`src/rtl/lra_pkg.sv`:
```
package lra_pkg;

	localparam int LABEL_W      = 4;
	localparam int LABEL_SLOTS  = 1 << LABEL_W;
	localparam int DIM_W        = 11;
	localparam int MAX_WIDTH    = 1024;
	localparam int HEIGHT_LIMIT = 1024;
	localparam int COL_W        = $clog2(MAX_WIDTH);
	localparam int ROW_W        = $clog2(HEIGHT_LIMIT);
	localparam int WIDTH_RESET  = 640;
	localparam int HEIGHT_RESET = 480;
	localparam int NB_COUNT     = 4;
	localparam int NB_IDX_W     = $clog2(NB_COUNT);
	localparam int FIFO_AW      = 4;
	localparam int FIFO_DEPTH   = 1 << FIFO_AW;
	localparam int REG_IDX_W    = 2;

	typedef logic [LABEL_W-1:0] label_t;
	typedef logic [COL_W-1:0]   col_t;
	typedef logic [ROW_W-1:0]   row_t;
	typedef logic [DIM_W-1:0]   dim_t;

	typedef enum logic [REG_IDX_W-1:0] {
		REG_IMAGE_WIDTH  = 2'd0,
		REG_IMAGE_HEIGHT = 2'd1
	} reg_idx_t;

	// neighbor order: west, north-west, north, north-east
	typedef struct packed {
		label_t                    cur;
		label_t [NB_COUNT-1:0]     nb;
		logic   [NB_COUNT-1:0]     mask;
	} pair_rec_t;

	// last valid position for a dimension register; zero counts as one
	function automatic logic [COL_W-1:0] dim_last(input dim_t v, input dim_t lim);
		dim_t d;
		begin
			if (v == '0) begin
				d = '0;
			end else if (v > lim) begin
				d = lim - dim_t'(1);
			end else begin
				d = v - dim_t'(1);
			end
			dim_last = d[COL_W-1:0];
		end
	endfunction

endpackage

```
`src/rtl/lra_pair_if.sv`:
```
interface lra_pair_if;
	logic             valid;
	logic             ready;
	lra_pkg::label_t  region;
	lra_pkg::label_t  neighbor;
	logic             last;

	modport source (output valid, output region, output neighbor, output last, input ready);
	modport sink   (input valid, input region, input neighbor, input last, output ready);
endinterface

```
`src/rtl/lra_pair_queue.sv`:
```
module lra_pair_queue (
	input  logic                clk,
	input  logic                arst_n,
	input  logic                push,
	input  lra_pkg::pair_rec_t  push_rec,
	output logic                full,
	lra_pair_if.source          pairs
);

	lra_pkg::pair_rec_t                      fifo_q [lra_pkg::FIFO_DEPTH];
	logic [lra_pkg::FIFO_AW-1:0]             wr_ptr_q;
	logic [lra_pkg::FIFO_AW-1:0]             rd_ptr_q;
	logic [lra_pkg::FIFO_AW:0]               count_q;

	logic                                    ser_valid_q;
	logic                                    ser_phase_q;
	lra_pkg::label_t                         ser_cur_q;
	lra_pkg::label_t [lra_pkg::NB_COUNT-1:0] ser_nb_q;
	logic [lra_pkg::NB_COUNT-1:0]            ser_mask_q;

	logic [lra_pkg::NB_IDX_W-1:0]            sel_k;
	logic [lra_pkg::NB_COUNT-1:0]            rest_mask;
	logic                                    advance;
	logic                                    done;
	logic                                    load;
	logic                                    pop;

	assign full = (count_q == (lra_pkg::FIFO_AW+1)'(lra_pkg::FIFO_DEPTH));

	// lowest pending neighbor goes first
	always_comb begin
		sel_k = '0;
		for (int k = lra_pkg::NB_COUNT - 1; k >= 0; k--) begin
			if (ser_mask_q[k]) begin
				sel_k = lra_pkg::NB_IDX_W'(k);
			end
		end
	end

	assign rest_mask = ser_mask_q & ~(lra_pkg::NB_COUNT'(1) << sel_k);
	assign advance   = ser_valid_q && pairs.ready;
	assign done      = advance && ser_phase_q && (rest_mask == '0);
	assign load      = (count_q != '0) && (!ser_valid_q || done);
	assign pop       = load;

	assign pairs.valid    = ser_valid_q;
	assign pairs.region   = ser_phase_q ? ser_nb_q[sel_k] : ser_cur_q;
	assign pairs.neighbor = ser_phase_q ? ser_cur_q : ser_nb_q[sel_k];
	assign pairs.last     = ser_phase_q && (rest_mask == '0);

	always_ff @(posedge clk) begin
		if (push) begin
			fifo_q[wr_ptr_q] <= push_rec;
		end
	end

	always_ff @(posedge clk or negedge arst_n) begin
		if (!arst_n) begin
			wr_ptr_q <= '0;
			rd_ptr_q <= '0;
			count_q  <= '0;
		end else begin
			if (push) begin
				wr_ptr_q <= wr_ptr_q + 1'b1;
			end
			if (pop) begin
				rd_ptr_q <= rd_ptr_q + 1'b1;
			end
			unique case ({push, pop})
				2'b10:   count_q <= count_q + 1'b1;
				2'b01:   count_q <= count_q - 1'b1;
				default: count_q <= count_q;
			endcase
		end
	end

	always_ff @(posedge clk or negedge arst_n) begin
		if (!arst_n) begin
			ser_valid_q <= 1'b0;
			ser_phase_q <= 1'b0;
		end else if (load) begin
			ser_valid_q <= 1'b1;
			ser_phase_q <= 1'b0;
		end else if (done) begin
			ser_valid_q <= 1'b0;
			ser_phase_q <= 1'b0;
		end else if (advance) begin
			ser_phase_q <= !ser_phase_q;
		end
	end

	always_ff @(posedge clk) begin
		if (load) begin
			ser_cur_q  <= fifo_q[rd_ptr_q].cur;
			ser_nb_q   <= fifo_q[rd_ptr_q].nb;
			ser_mask_q <= fifo_q[rd_ptr_q].mask;
		end else if (advance && ser_phase_q) begin
			ser_mask_q <= rest_mask;
		end
	end

endmodule

```
`src/flat_wrapper.sv`:
```
// flat-port wrapper written by rule: the top's interface ports become plain ports
module lra_pair_queue_flat 
  (clk, arst_n, push, push_rec, full, pairs_valid, pairs_region, pairs_neighbor, pairs_last, pairs_ready);
  lra_pair_if pairs_i ();
  input  logic clk;
  input  logic arst_n;
  input  logic push;
  input  lra_pkg::pair_rec_t push_rec;
  output logic full;
  output wire logic [$bits(pairs_i.valid)-1:0] pairs_valid;
  output wire logic [$bits(pairs_i.region)-1:0] pairs_region;
  output wire logic [$bits(pairs_i.neighbor)-1:0] pairs_neighbor;
  output wire logic [$bits(pairs_i.last)-1:0] pairs_last;
  input wire logic [$bits(pairs_i.ready)-1:0] pairs_ready;
  assign pairs_valid = pairs_i.valid;
  assign pairs_region = pairs_i.region;
  assign pairs_neighbor = pairs_i.neighbor;
  assign pairs_last = pairs_i.last;
  assign pairs_i.ready = pairs_ready;
  lra_pair_queue u_core (.clk(clk), .arst_n(arst_n), .push(push), .push_rec(push_rec), .full(full), .pairs(pairs_i));
endmodule
```
`config.mk`:
```
export PLATFORM = sky130hd
export DESIGN_NAME = lra_pair_queue_flat
export DESIGN_NICKNAME = d
export VERILOG_FILES = /design/src/rtl/lra_pkg.sv /design/src/rtl/lra_pair_if.sv /design/src/rtl/lra_pair_queue.sv /design/src/flat_wrapper.sv
export SDC_FILE = /design/constraint.sdc
export NUM_CORES = 1
export LEC_CHECK = 0
export BUFFER_PORTS_ARGS = -buffer_cell sky130_fd_sc_hd__buf_2
export CAP_MARGIN = 20
export CORE_MARGIN = 10
export CORE_UTILIZATION = 50
export DETAILED_ROUTE_END_ITERATION = 7
export PLACE_DENSITY = 0.66
export SLEW_MARGIN = 5
export SYNTH_ARGS = -nofsm -noshare
export SYNTH_HDL_FRONTEND = slang
export SYNTH_SLANG_ARGS = --single-unit
```
`constraint.sdc`:
```
create_clock -name clk -period 4.67 [get_ports clk]
set_clock_uncertainty 0.2 [all_clocks]
set_input_delay 0.2335 -clock clk [delete_from_list [all_inputs] [get_ports clk]]
set_output_delay 0.2335 -clock clk [all_outputs]
set_load 0.005 [all_outputs]
```
Yosys cells after proc, flatten, opt, wreduce, memory -nomap -nowiden
Memories as Yosys holds them, arrays and structs flattened.
Cells that the tools add are included.

word-level totals
  word-level logic and storage cells = 55
  register bits after elaboration = 39
  output and inout port bits = 11
  memories kept = 1
  input port bits = 28
  bits in writable memories = 384

cells by class
  multiplexer cells = 18
  eq/ne operators = 3
  shift-type cells = 1
  magnitude comparators = 1
  bitwise logic cells = 2
  add/subtract/negate cells = 4
  reduce and logical (&&, ||, !) cells = 14

memories
  name           depth  width  rd ports  clocked after memory_dff  wr ports  line                  source
  u_core.fifo_q  16     24     1         0                         1         lra_pair_queue.sv:10  lra_pkg::pair_rec_t fifo_q [lra_pkg::FIFO_DEPTH];

operator list
  operator                                                    number
  two-way mux 4 bit                                           5
  case mux 5 bit (2 select lines)                             1
  adder 4 x 1 -> 4 bit, second input constant                 2
  binary-select mux 4 bit (select 2 bit)                      1
  two-way mux 2 bit                                           4
  two-way mux 1 bit                                           7
  nonzero test 2 bit                                          3
  adder 5 x 1 -> 5 bit, second input constant                 1
  == test 5 bit, second input constant                        1
  logical AND 1 bit                                           5
  nonzero test 5 bit                                          1
  subtractor 5 x 1 -> 5 bit, second input constant            1
  bitwise AND 4 bit                                           1
  logical NOT 4 bit                                           1
  inverter 4 bit                                              1
  left shift 1 x 2 -> 4 bit, first input constant             1
  less-than comparator 2 x 3 -> 1 bit, second input constant  1
  nonzero test 3 bit                                          1
  == test 2 x 1 -> 1 bit, second input constant               1
  == test 2 bit, second input constant                        1
  logical NOT 1 bit                                           2
  logical OR 1 bit                                            1

Depth between registers and ports, before layout
Gate-level depths: netlist of run 1.

  word-level depth = 13
  depth in mapped cells = 12
  mapped depth without buffers = 10

Least setup slack after synthesis of run 1
OpenSTA, ideal clock, no wires.

  path type = reg-to-reg
  start point = register u_core.ser_mask_q[2] in the netlist's numbering
  end point = register u_core.count_q[4] in the netlist's numbering
  cell stages (with the launch flop) = 13
  arrival time = 2.920 ns
  path buffers = 2
  setup time = 0.123 ns
  slack = 1.427 ns
  clock period less this slack = 3.243 ns
  required time = 4.347 ns
  cells stage by stage = edfxtp_1 clkbuf_1 a211oi_1 o21bai_1 a21oi_4 ha_1 clkbuf_1 xor2_1 ha_1 a211o_1 nand3_1 a21oi_1 xnor2_1

between the ends
  word-level cells in the longest chain between the ends = 12

ends and longest elaborated chain
  what                                                                   line                  source
  start, declared                                                        lra_pair_queue.sv:19  logic [lra_pkg::NB_COUNT-1:0] ser_mask_q;
  start signal, assigned                                                 lra_pair_queue.sv:96  ser_mask_q <= fifo_q[rd_ptr_q].mask;
  start signal, assigned                                                 lra_pair_queue.sv:98  ser_mask_q <= rest_mask;
  two-way mux 2 bit (3 in a row)                                         lra_pair_queue.sv:34  if (ser_mask_q[k]) begin
  left shift 1 x 2 -> 4 bit                                              lra_pair_queue.sv:40  assign rest_mask = ser_mask_q & ~(lra_pkg::NB_COUNT'(1) << sel_k);
  inverter 4 bit                                                         lra_pair_queue.sv:40
  bitwise AND 4 bit *                                                    lra_pair_queue.sv:40
  logical NOT 4 bit *                                                    lra_pair_queue.sv:42  assign done = advance && ser_phase_q && (rest_mask == '0);
  logical AND 1 bit *                                                    lra_pair_queue.sv:42
  logical OR 1 bit *                                                     lra_pair_queue.sv:43  assign load = (count_q != '0) && (!ser_valid_q || done);
  logical AND 1 bit *                                                    lra_pair_queue.sv:43
  named net u_core.load                                                  lra_pair_queue.sv:25  logic load;
  == test 2 x 1 -> 1 bit or == test 2 bit (tied branches)                lra_pair_queue.sv:69  unique case ({push, pop})
  case mux 5 bit (2 select lines) or nonzero test 2 bit (tied branches)  n/a
  end signal, assigned                                                   lra_pair_queue.sv:70  2'b10: count_q <= count_q + 1'b1;
  end signal, assigned                                                   lra_pair_queue.sv:71  2'b01: count_q <= count_q - 1'b1;
  end signal, assigned                                                   lra_pair_queue.sv:72  default: count_q <= count_q;
  end, declared                                                          lra_pair_queue.sv:13  logic [lra_pkg::FIFO_AW:0] count_q;

The timed path passes the listed nets; every way through them passes the cells marked *.
A chain may end at the register's enable or synchronous reset.

Final worst setup path of run 1
  start point = register u_core.ser_mask_q[1] in the netlist's numbering
  end point = register u_core.count_q[3] in the netlist's numbering

between the ends
  word-level cells in the longest chain between the ends = 11

ends and longest elaborated chain
  what                                                                   line
  two-way mux 2 bit (2 in a row)                                         lra_pair_queue.sv:34
  left shift 1 x 2 -> 4 bit                                              lra_pair_queue.sv:40
  inverter 4 bit                                                         lra_pair_queue.sv:40
  bitwise AND 4 bit *                                                    lra_pair_queue.sv:40
  logical NOT 4 bit *                                                    lra_pair_queue.sv:42
  logical AND 1 bit *                                                    lra_pair_queue.sv:42
  logical OR 1 bit *                                                     lra_pair_queue.sv:43
  logical AND 1 bit *                                                    lra_pair_queue.sv:43
  named net u_core.load                                                  lra_pair_queue.sv:25
  == test 2 x 1 -> 1 bit or == test 2 bit (tied branches)                lra_pair_queue.sv:69
  case mux 5 bit (2 select lines) or nonzero test 2 bit (tied branches)  n/a

Marked as above.

==> results of run 1 <==
[cell usage after synthesis, drive strengths merged (2+ instances only)]
master / number / area, um^2
edfxtp: 408 / 12300
mux4: 97 / 2180
a21oi: 29 / 156
nand2: 27 / 101
buf: 26 / 170
a211oi: 24 / 180
nor2b: 24 / 150
mux2i: 23 / 230
clkbuf: 20 / 75.1
nor2: 18 / 75.1
dfrtp: 15 / 375
o31ai: 10 / 75.1
o21ai: 9 / 45.0
ha: 8 / 100
nor3b: 8 / 60.1
xor2: 8 / 70.1
inv: 7 / 26.3
nand3: 7 / 35.0
a211o: 6 / 52.6
nor3: 6 / 30.0
nand2b: 4 / 25.0
o21a: 4 / 30.0
o22ai: 4 / 25.0
xnor2: 4 / 35.0
a22oi: 3 / 22.5
and3: 3 / 18.8
mux2: 2 / 22.5
[metal layers]
metal / global-route usage [%] / vias to the layer above
met4: 5.94 / 0
met5: 0 / -
met3: 3.02 / 70
li1: - / 3505
met1: 23.5 / 4364
met2: 27.7 / 293
[flip-flops by register name, summed over array words and instances, names as in the netlist]
register / flops
u_core.ser_nb_q: 16
u_core.fifo_q: 384
u_core.pairs.valid: 1
u_core.wr_ptr_q: 4
u_core.ser_phase_q: 1
u_core.ser_cur_q: 4
u_core.rd_ptr_q: 4
u_core.count_q: 5
u_core.ser_mask_q: 4
[timing repair]
item                      in CTS  in global routing
hold endpoints to repair     403                  0
hold buffers                  28                  0
setup buffers                  0                  0
[power by group through the flow]
stage,logic [mW],registers (mW),clock network [mW]
after floorplan,2.14,4.83,0
after global placement,2.59,5.12,0
after detailed placement,2.64,5.16,0
after CTS,2.67,5.08,3.21
after global routing,2.84,5.13,3.36
final,2.62,5.08,3.14
[stage by stage]
stage | hold slack, ns | instances | utilization, % | setup slack [ns] | instance area [um^2]
floorplan | -0.262 | 809 | - | 1.43 | 16700
global placement | -0.0414 | 1271 | 53.4 | 1.81 | 17500
detailed placement | -0.0241 | 1271 | 53.4 | 1.67 | 17500
CTS | 0.308 | 1367 | 58.1 | 1.64 | 19000
global route | 0.361 | 1367 | 58.1 | 1.36 | 19000
finish | 0.326 | 1367 | 58.1 | 1.62 | 19000
[worst max path at each step]
stage                                         end  slack (ns)  cells past startpoint
floorplan           u_core.count_q[4]$_DFFE_PN0P_        1.43                     12
global placement    u_core.count_q[3]$_DFFE_PN0P_        1.81                      9
detailed placement  u_core.count_q[3]$_DFFE_PN0P_        1.67                      9
CTS                 u_core.count_q[3]$_DFFE_PN0P_        1.64                      9
global route        u_core.count_q[3]$_DFFE_PN0P_        1.36                      9
finish              u_core.count_q[3]$_DFFE_PN0P_        1.62                      9
[logic make-up (layout without fill, tap and decap cells)]
kind of cell             Yosys count  after routing  share of synthesized area, %
AND/OR/NAND/NOR                  100            100                          3.12
flip-flops                       423            423                          75.8
adder cells (fa/ha/maj)            8              8                         0.601
AO/OA/AOI/OAI                     90             90                          3.57
buffers and inverters             54            170                          1.65
XOR/XNOR                          12             12                         0.631
multiplexers                     122            122                          14.6
[worst register-to-register path: stages, from the launching register on]
cell and delay [ns]:
sky130_fd_sc_hd__edfxtp_1 0.63, sky130_fd_sc_hd__a211oi_1 0.39, sky130_fd_sc_hd__o21bai_1 0.21, sky130_fd_sc_hd__a21oi_4 0.20, sky130_fd_sc_hd__buf_4 0.37, sky130_fd_sc_hd__ha_1 0.34
sky130_fd_sc_hd__a211o_1 0.14, sky130_fd_sc_hd__nand3_1 0.10, sky130_fd_sc_hd__a21oi_1 0.21, sky130_fd_sc_hd__xor2_1 0.17
[cell type report]
class                   count  area share [%]
flip-flops and latches    423            66.5
multi-input cells         332            20.0
clock buffers              55            6.06
repair buffers             94            3.71
well taps                 442            2.91
clock inverters            13           0.612
inverters                   8           0.158
==> flow_summary.json, run 1 <==
{
  "total_leakage_power_nw": 6.17,
  "timing.final.hold_violations": 0,
  "core-area_um2": 32700,
  "most-common-layout-cells": "408 x sky130_fd_sc_hd__edfxtp_1, 97 x sky130_fd_sc_hd__mux4_2, 43 x sky130_fd_sc_hd__clkbuf_16, 38 x sky130_fd_sc_hd__buf_2",
  "synth_edf_count": 408,
  "synthDistinctLibCells": 37,
  "num_rows": 66,
  "finalCritPeriodShare_pct": 65.3,
  "power.switching_fraction_pct": 28.4,
  "drcViolationCount": 0,
  "detailed_route_wirelength_on_metal3_mm": 2.27,
  "cts_made_buffers": 43,
  "critPathTopFamily": "compound AO/OA/AOI/OAI gates",
  "hp-start": "pairs_ready",
  "timing.final.max_slew_violations": 0,
  "detailed_place_hpwl_mm": 20.0,
  "status": "completed",
  "synth_nets": 845,
  "tritoncts": "yes",
  "setup.worst_path.class": "reg2reg",
  "slew_headroom_pct": 40.4,
  "critical_path.max_fanout": 27,
  "timing.critical_path.from": "u_core.ser_mask_q[1]$_DFFE_PP_",
  "grt_setup_unrepaired": "no",
  "die_height_um": 203,
  "critical_path.n_buffers_inverters": 1,
  "dr_wl_met2_mm": 17.2,
  "drt_iter0_markers": 749,
  "cts_max_level": 2,
  "grt_max_degree": 53,
  "holdCritPathClass": "in2reg",
  "synthFlopType": "sky130_fd_sc_hd__edfxtp_1",
  "relative_area_change_from_synthesis_to_final_layout_pct": 14.1,
  "critical_path.startpoint_type": "flop",
  "place.port_buffers": 38,
  "cellPowerDensity_nw_per_um2": 571,
  "final_layout_size_suffix_gt1_share_pct": 26.1,
  "synth.cell_area_um2": 16700,
  "finalWirelength_mm": 35.3,
  "finalSetupTns_ns": 0,
  "share_clk_of_total_power_pct": 28.9,
  "clkLatencyLatePin_ns": 0.53,
  "cp_cell_sequence": "a211oi_1, o21bai_1, a21oi_4, buf_4, ha_1, a211o_1, nand3_1, a21oi_1, xor2_1",
  "grt_pass1_vias": 8538,
  "detail-route-antenna-nets": 0,
  "reg2reg_depth": 9,
  "timing.final.crit_period_ns": 3.05,
  "hold-path-endpoint": "u_core.ser_phase_q$_DFFE_PN0P_",
  "worstPathArrival_ns": 3.30,
  "first_pass_iters": 5,
  "irDropWorstVdd_mv": 0.359,
  "globalRoute.totalOverflow": 0,
  "max_freq_mhz": 328,
  "antenna_found_initial": 0,
  "top_layer": "met4",
  "final_stage_net_count": 938,
  "layout_commonest_cell": "sky130_fd_sc_hd__edfxtp_1",
  "start_util_pct": 50.9,
  "groute.usage.overall_pct": 17.3,
  "cts.repair.resized": 0,
  "setup.reg_to_reg.worst_slack_ns": 1.62,
  "rr_endpoint": "u_core.count_q[3]$_DFFE_PN0P_",
  "regArea_um2": 12600,
  "ios": 39,
  "synth.yosys.warnings": 0,
  "wl_met1_mm": 14.8,
  "netSwitchingPower_mw": 3.08,
  "dieArea_um2": 41000,
  "routedWlPerCell_um": 25.8,
  "filler_cell_count": 2370,
  "post_synth_inst_count": 809,
  "average_footprint_of_a_synthesized_cell_um2": 20.6,
  "clk_root_buffer_cell": "sky130_fd_sc_hd__clkbuf_16",
  "hold_path_depth": 4,
  "asyncSetResetFlopFracSynth_pct": 3.55,
  "setup_viol": 0,
  "insertedDiodeCount": 0,
  "crit_path_end_kind": "flop",
  "clock_tree.buffer_depth": 3,
  "dr_vias_cell": 6.02,
  "drv.max_cap_violation_count": 0,
  "r2r_start": "u_core.ser_mask_q[1]$_DFFE_PP_",
  "clock_net_sink_count": 423,
  "die_w_um": 203,
  "grt_pass1_wl_mm": 53.6,
  "gp_routability_congestion": 0.895,
  "max_stage_delay_ns": 0.63,
  "tightestPinTransition_ns": 0.893,
  "path_clk_slew_ns": 0.06,
  "seq_power_share_pct": 46.9,
  "multi_input_area_um2": 3810,
  "pwr-share-comb_pct": 24.2,
  "num_vias": 8232,
  "critical_path.slowest_cell": "sky130_fd_sc_hd__edfxtp_1",
  "synth_sequential_area_ratio_pct": 75.8,
  "design_power_total_mw": 10.8,
  "cp_data_required_time_ns": 4.92,
  "synthesized_flop_and_latch_total": 423,
  "internal_power_mw": 7.77
}
Note: power is estimated with default switching activity, not from simulation.
==> run 2: changes to the inputs <==
- PLACE_DENSITY: 0.66 -> 0.69
- clock period: 4.67 -> 2.6 ns (I/O delays scaled with it)
==> flow_summary.json, run 2 (synthesized netlist as in run 1, its figures left out) <==
{
  "die_w_um": 203,
  "start_util_pct": 50.9,
  "timing.final.crit_period_ns": 2.53,
  "clock_tree.buffer_depth": 3,
  "biggestRegsByFlops": "u_core.fifo_q (384), u_core.ser_nb_q (16), u_core.count_q (5)",
  "status": "completed",
  "setup.reg_to_reg.worst_slack_ns": 0.07,
  "detailed_place_hpwl_mm": 19.2,
  "total_leakage_power_nw": 6.38,
  "drv.max_cap_violation_count": 0,
  "tritoncts": "yes",
  "post-place-ws_ns": 0.0199,
  "finalCritPeriodShare_pct": 97.3,
  "num_vias": 8200,
  "clkLatencyLatePin_ns": 0.53,
  "timing.final.hold_violations": 0,
  "first_pass_iters": 4,
  "most-common-layout-cells": "408 x sky130_fd_sc_hd__edfxtp_1, 97 x sky130_fd_sc_hd__mux4_2, 45 x sky130_fd_sc_hd__clkbuf_16, 38 x sky130_fd_sc_hd__buf_2, 32 x sky130_fd_sc_hd__buf_4",
  "cts_max_level": 2,
  "grt_pass1_wl_mm": 53.4,
  "cp_cell_sequence": "or4_4, nor2_4, a21oi_4, ha_4, xor2_1, ha_2, a211o_1, nand3_2, a21oi_2, xnor2_1",
  "clk_root_buffer_cell": "sky130_fd_sc_hd__clkbuf_16",
  "rr_endpoint": "u_core.count_q[4]$_DFFE_PN0P_",
  "timing.final.max_slew_violations": 0,
  "finalWirelength_mm": 35.2,
  "setup.worst_path.class": "reg2reg",
  "critical_path.startpoint_type": "flop",
  "cellPowerDensity_nw_per_um2": 1020,
  "die_height_um": 203,
  "grt_pass1_vias": 8470,
  "final_stage_net_count": 963,
  "irDropWorstVdd_mv": 0.515,
  "final_layout_size_suffix_gt1_share_pct": 28.8,
  "routedWlPerCell_um": 25.2,
  "hp-start": "pairs_ready",
  "antenna_found_initial": 1,
  "cts_made_buffers": 43,
  "hold_path_depth": 4,
  "globalRoute.totalOverflow": 0,
  "clock_net_sink_count": 423,
  "groute.usage.overall_pct": 17.2,
  "path_clk_slew_ns": 0.06,
  "design_power_total_mw": 19.9,
  "cp_data_required_time_ns": 2.82,
  "crit_path_end_kind": "flop",
  "layout_commonest_cell": "sky130_fd_sc_hd__edfxtp_1",
  "gp_routability_congestion": 0.729,
  "r2r_start": "u_core.count_q[3]$_DFFE_PN0P_",
  "max_freq_mhz": 395,
  "post_layout_nonfiller_instances": 1399,
  "reg2reg_depth": 10,
  "numPlacedInstances": 1292,
  "critical_path.max_fanout": 3,
  "max_stage_delay_ns": 0.57,
  "num_rows": 66,
  "drcViolationCount": 0,
  "insertedDiodeCount": 0,
  "slew_headroom_pct": 45.0,
  "relative_area_change_from_synthesis_to_final_layout_pct": 17.5,
  "core-area_um2": 32700,
  "critical_path.slowest_cell": "sky130_fd_sc_hd__or4_4",
  "largest_reg_flops": 384,
  "worst_setup_margin_ns": 0.0706,
  "worstPathArrival_ns": 2.75,
  "place.port_buffers": 38,
  "dr_vias_cell": 5.86,
  "grt_max_degree": 33,
  "hold_slack_ns": 0.214,
  "drt_iter0_markers": 742,
  "holdCritPathClass": "in2reg",
  "ios": 39,
  "hold-path-endpoint": "u_core.ser_phase_q$_DFFE_PN0P_",
  "setup_viol": 0,
  "tightestPinTransition_ns": 0.823,
  "detail-route-antenna-nets": 0,
  "max_flop_register": "u_core.fifo_q",
  "dieArea_um2": 41000,
  "finalSetupTns_ns": 0
}
[run 2: layout make-up]
type / count / area, um^2
clock buffers: 58 / 1170
clock inverters: 17 / 105
fillers: 2379 / 13100
inverters: 8 / 30.0
multi-input cells: 332 / 3930
flip-flops and latches: 423 / 12600
well taps: 442 / 553
repair buffers: 119 / 1130
[run 2: power by group]
part	switching, mW	internal [mW]
clock	2.37	3.25
combinational	2.66	2.64
sequential	0.599	8.37
[run 2: worst max path at each step]
stage / startpoint / to / slack (ns) / cells past startpoint
after floorplan: u_core.ser_mask_q[1]$_DFFE_PP_ / u_core.count_q[4]$_DFFE_PN0P_ / -0.38 / 12
after global placement: u_core.count_q[2]$_DFFE_PN0P_ / u_core.count_q[4]$_DFFE_PN0P_ / 0.04 / 10
after detailed placement: u_core.count_q[2]$_DFFE_PN0P_ / u_core.count_q[4]$_DFFE_PN0P_ / 0.02 / 10
after CTS: u_core.count_q[2]$_DFFE_PN0P_ / u_core.count_q[4]$_DFFE_PN0P_ / 0.00006 / 10
after global routing: u_core.count_q[3]$_DFFE_PN0P_ / u_core.count_q[4]$_DFFE_PN0P_ / -0.02 / 10
final: u_core.count_q[3]$_DFFE_PN0P_ / u_core.count_q[4]$_DFFE_PN0P_ / 0.07 / 10
[run 2: critical path: cells and delay by family (launching register included)]
family                     cells  cell delay (ns)
DFF                            1             0.38
xor gates and xnor gates       2             0.28
adders and majority gates      2             0.38
AOI/OAI and AO/OA              3             0.38
and+or+nand+nor                3             0.80
[run 2: what timing repair did]
| item | CTS | global route |
|---|---|---|
| gates resized for setup | 0 | 3 |
| endpoints found under the setup margin | 0 | 2 |
| hold buffers | 28 | 0 |
| endpoints found under the hold margin | 408 | 0 |
| setup buffers | 0 | 4 |
[run 2: routing by layer]
| layer | GRT usage (%) | vias up | routed length (um) |
|---|---|---|---|
| li1 | - | 3568 | - |
| met1 | 23.8 | 4320 | 15200 |
| met2 | 28.2 | 257 | 17200 |
| met3 | 2.64 | 53 | 2090 |
| met4 | 4.13 | 2 | 684 |
| met5 | 0 | - | 17 |
[run 2: through the flow]
step                      cell area, um^2  utilization (%)
after global routing                19600             59.8
after detailed placement            18000             54.9
final                               19600             59.8
after CTS                           19500             59.7
after floorplan                     16700                -
after global placement              18000             54.9
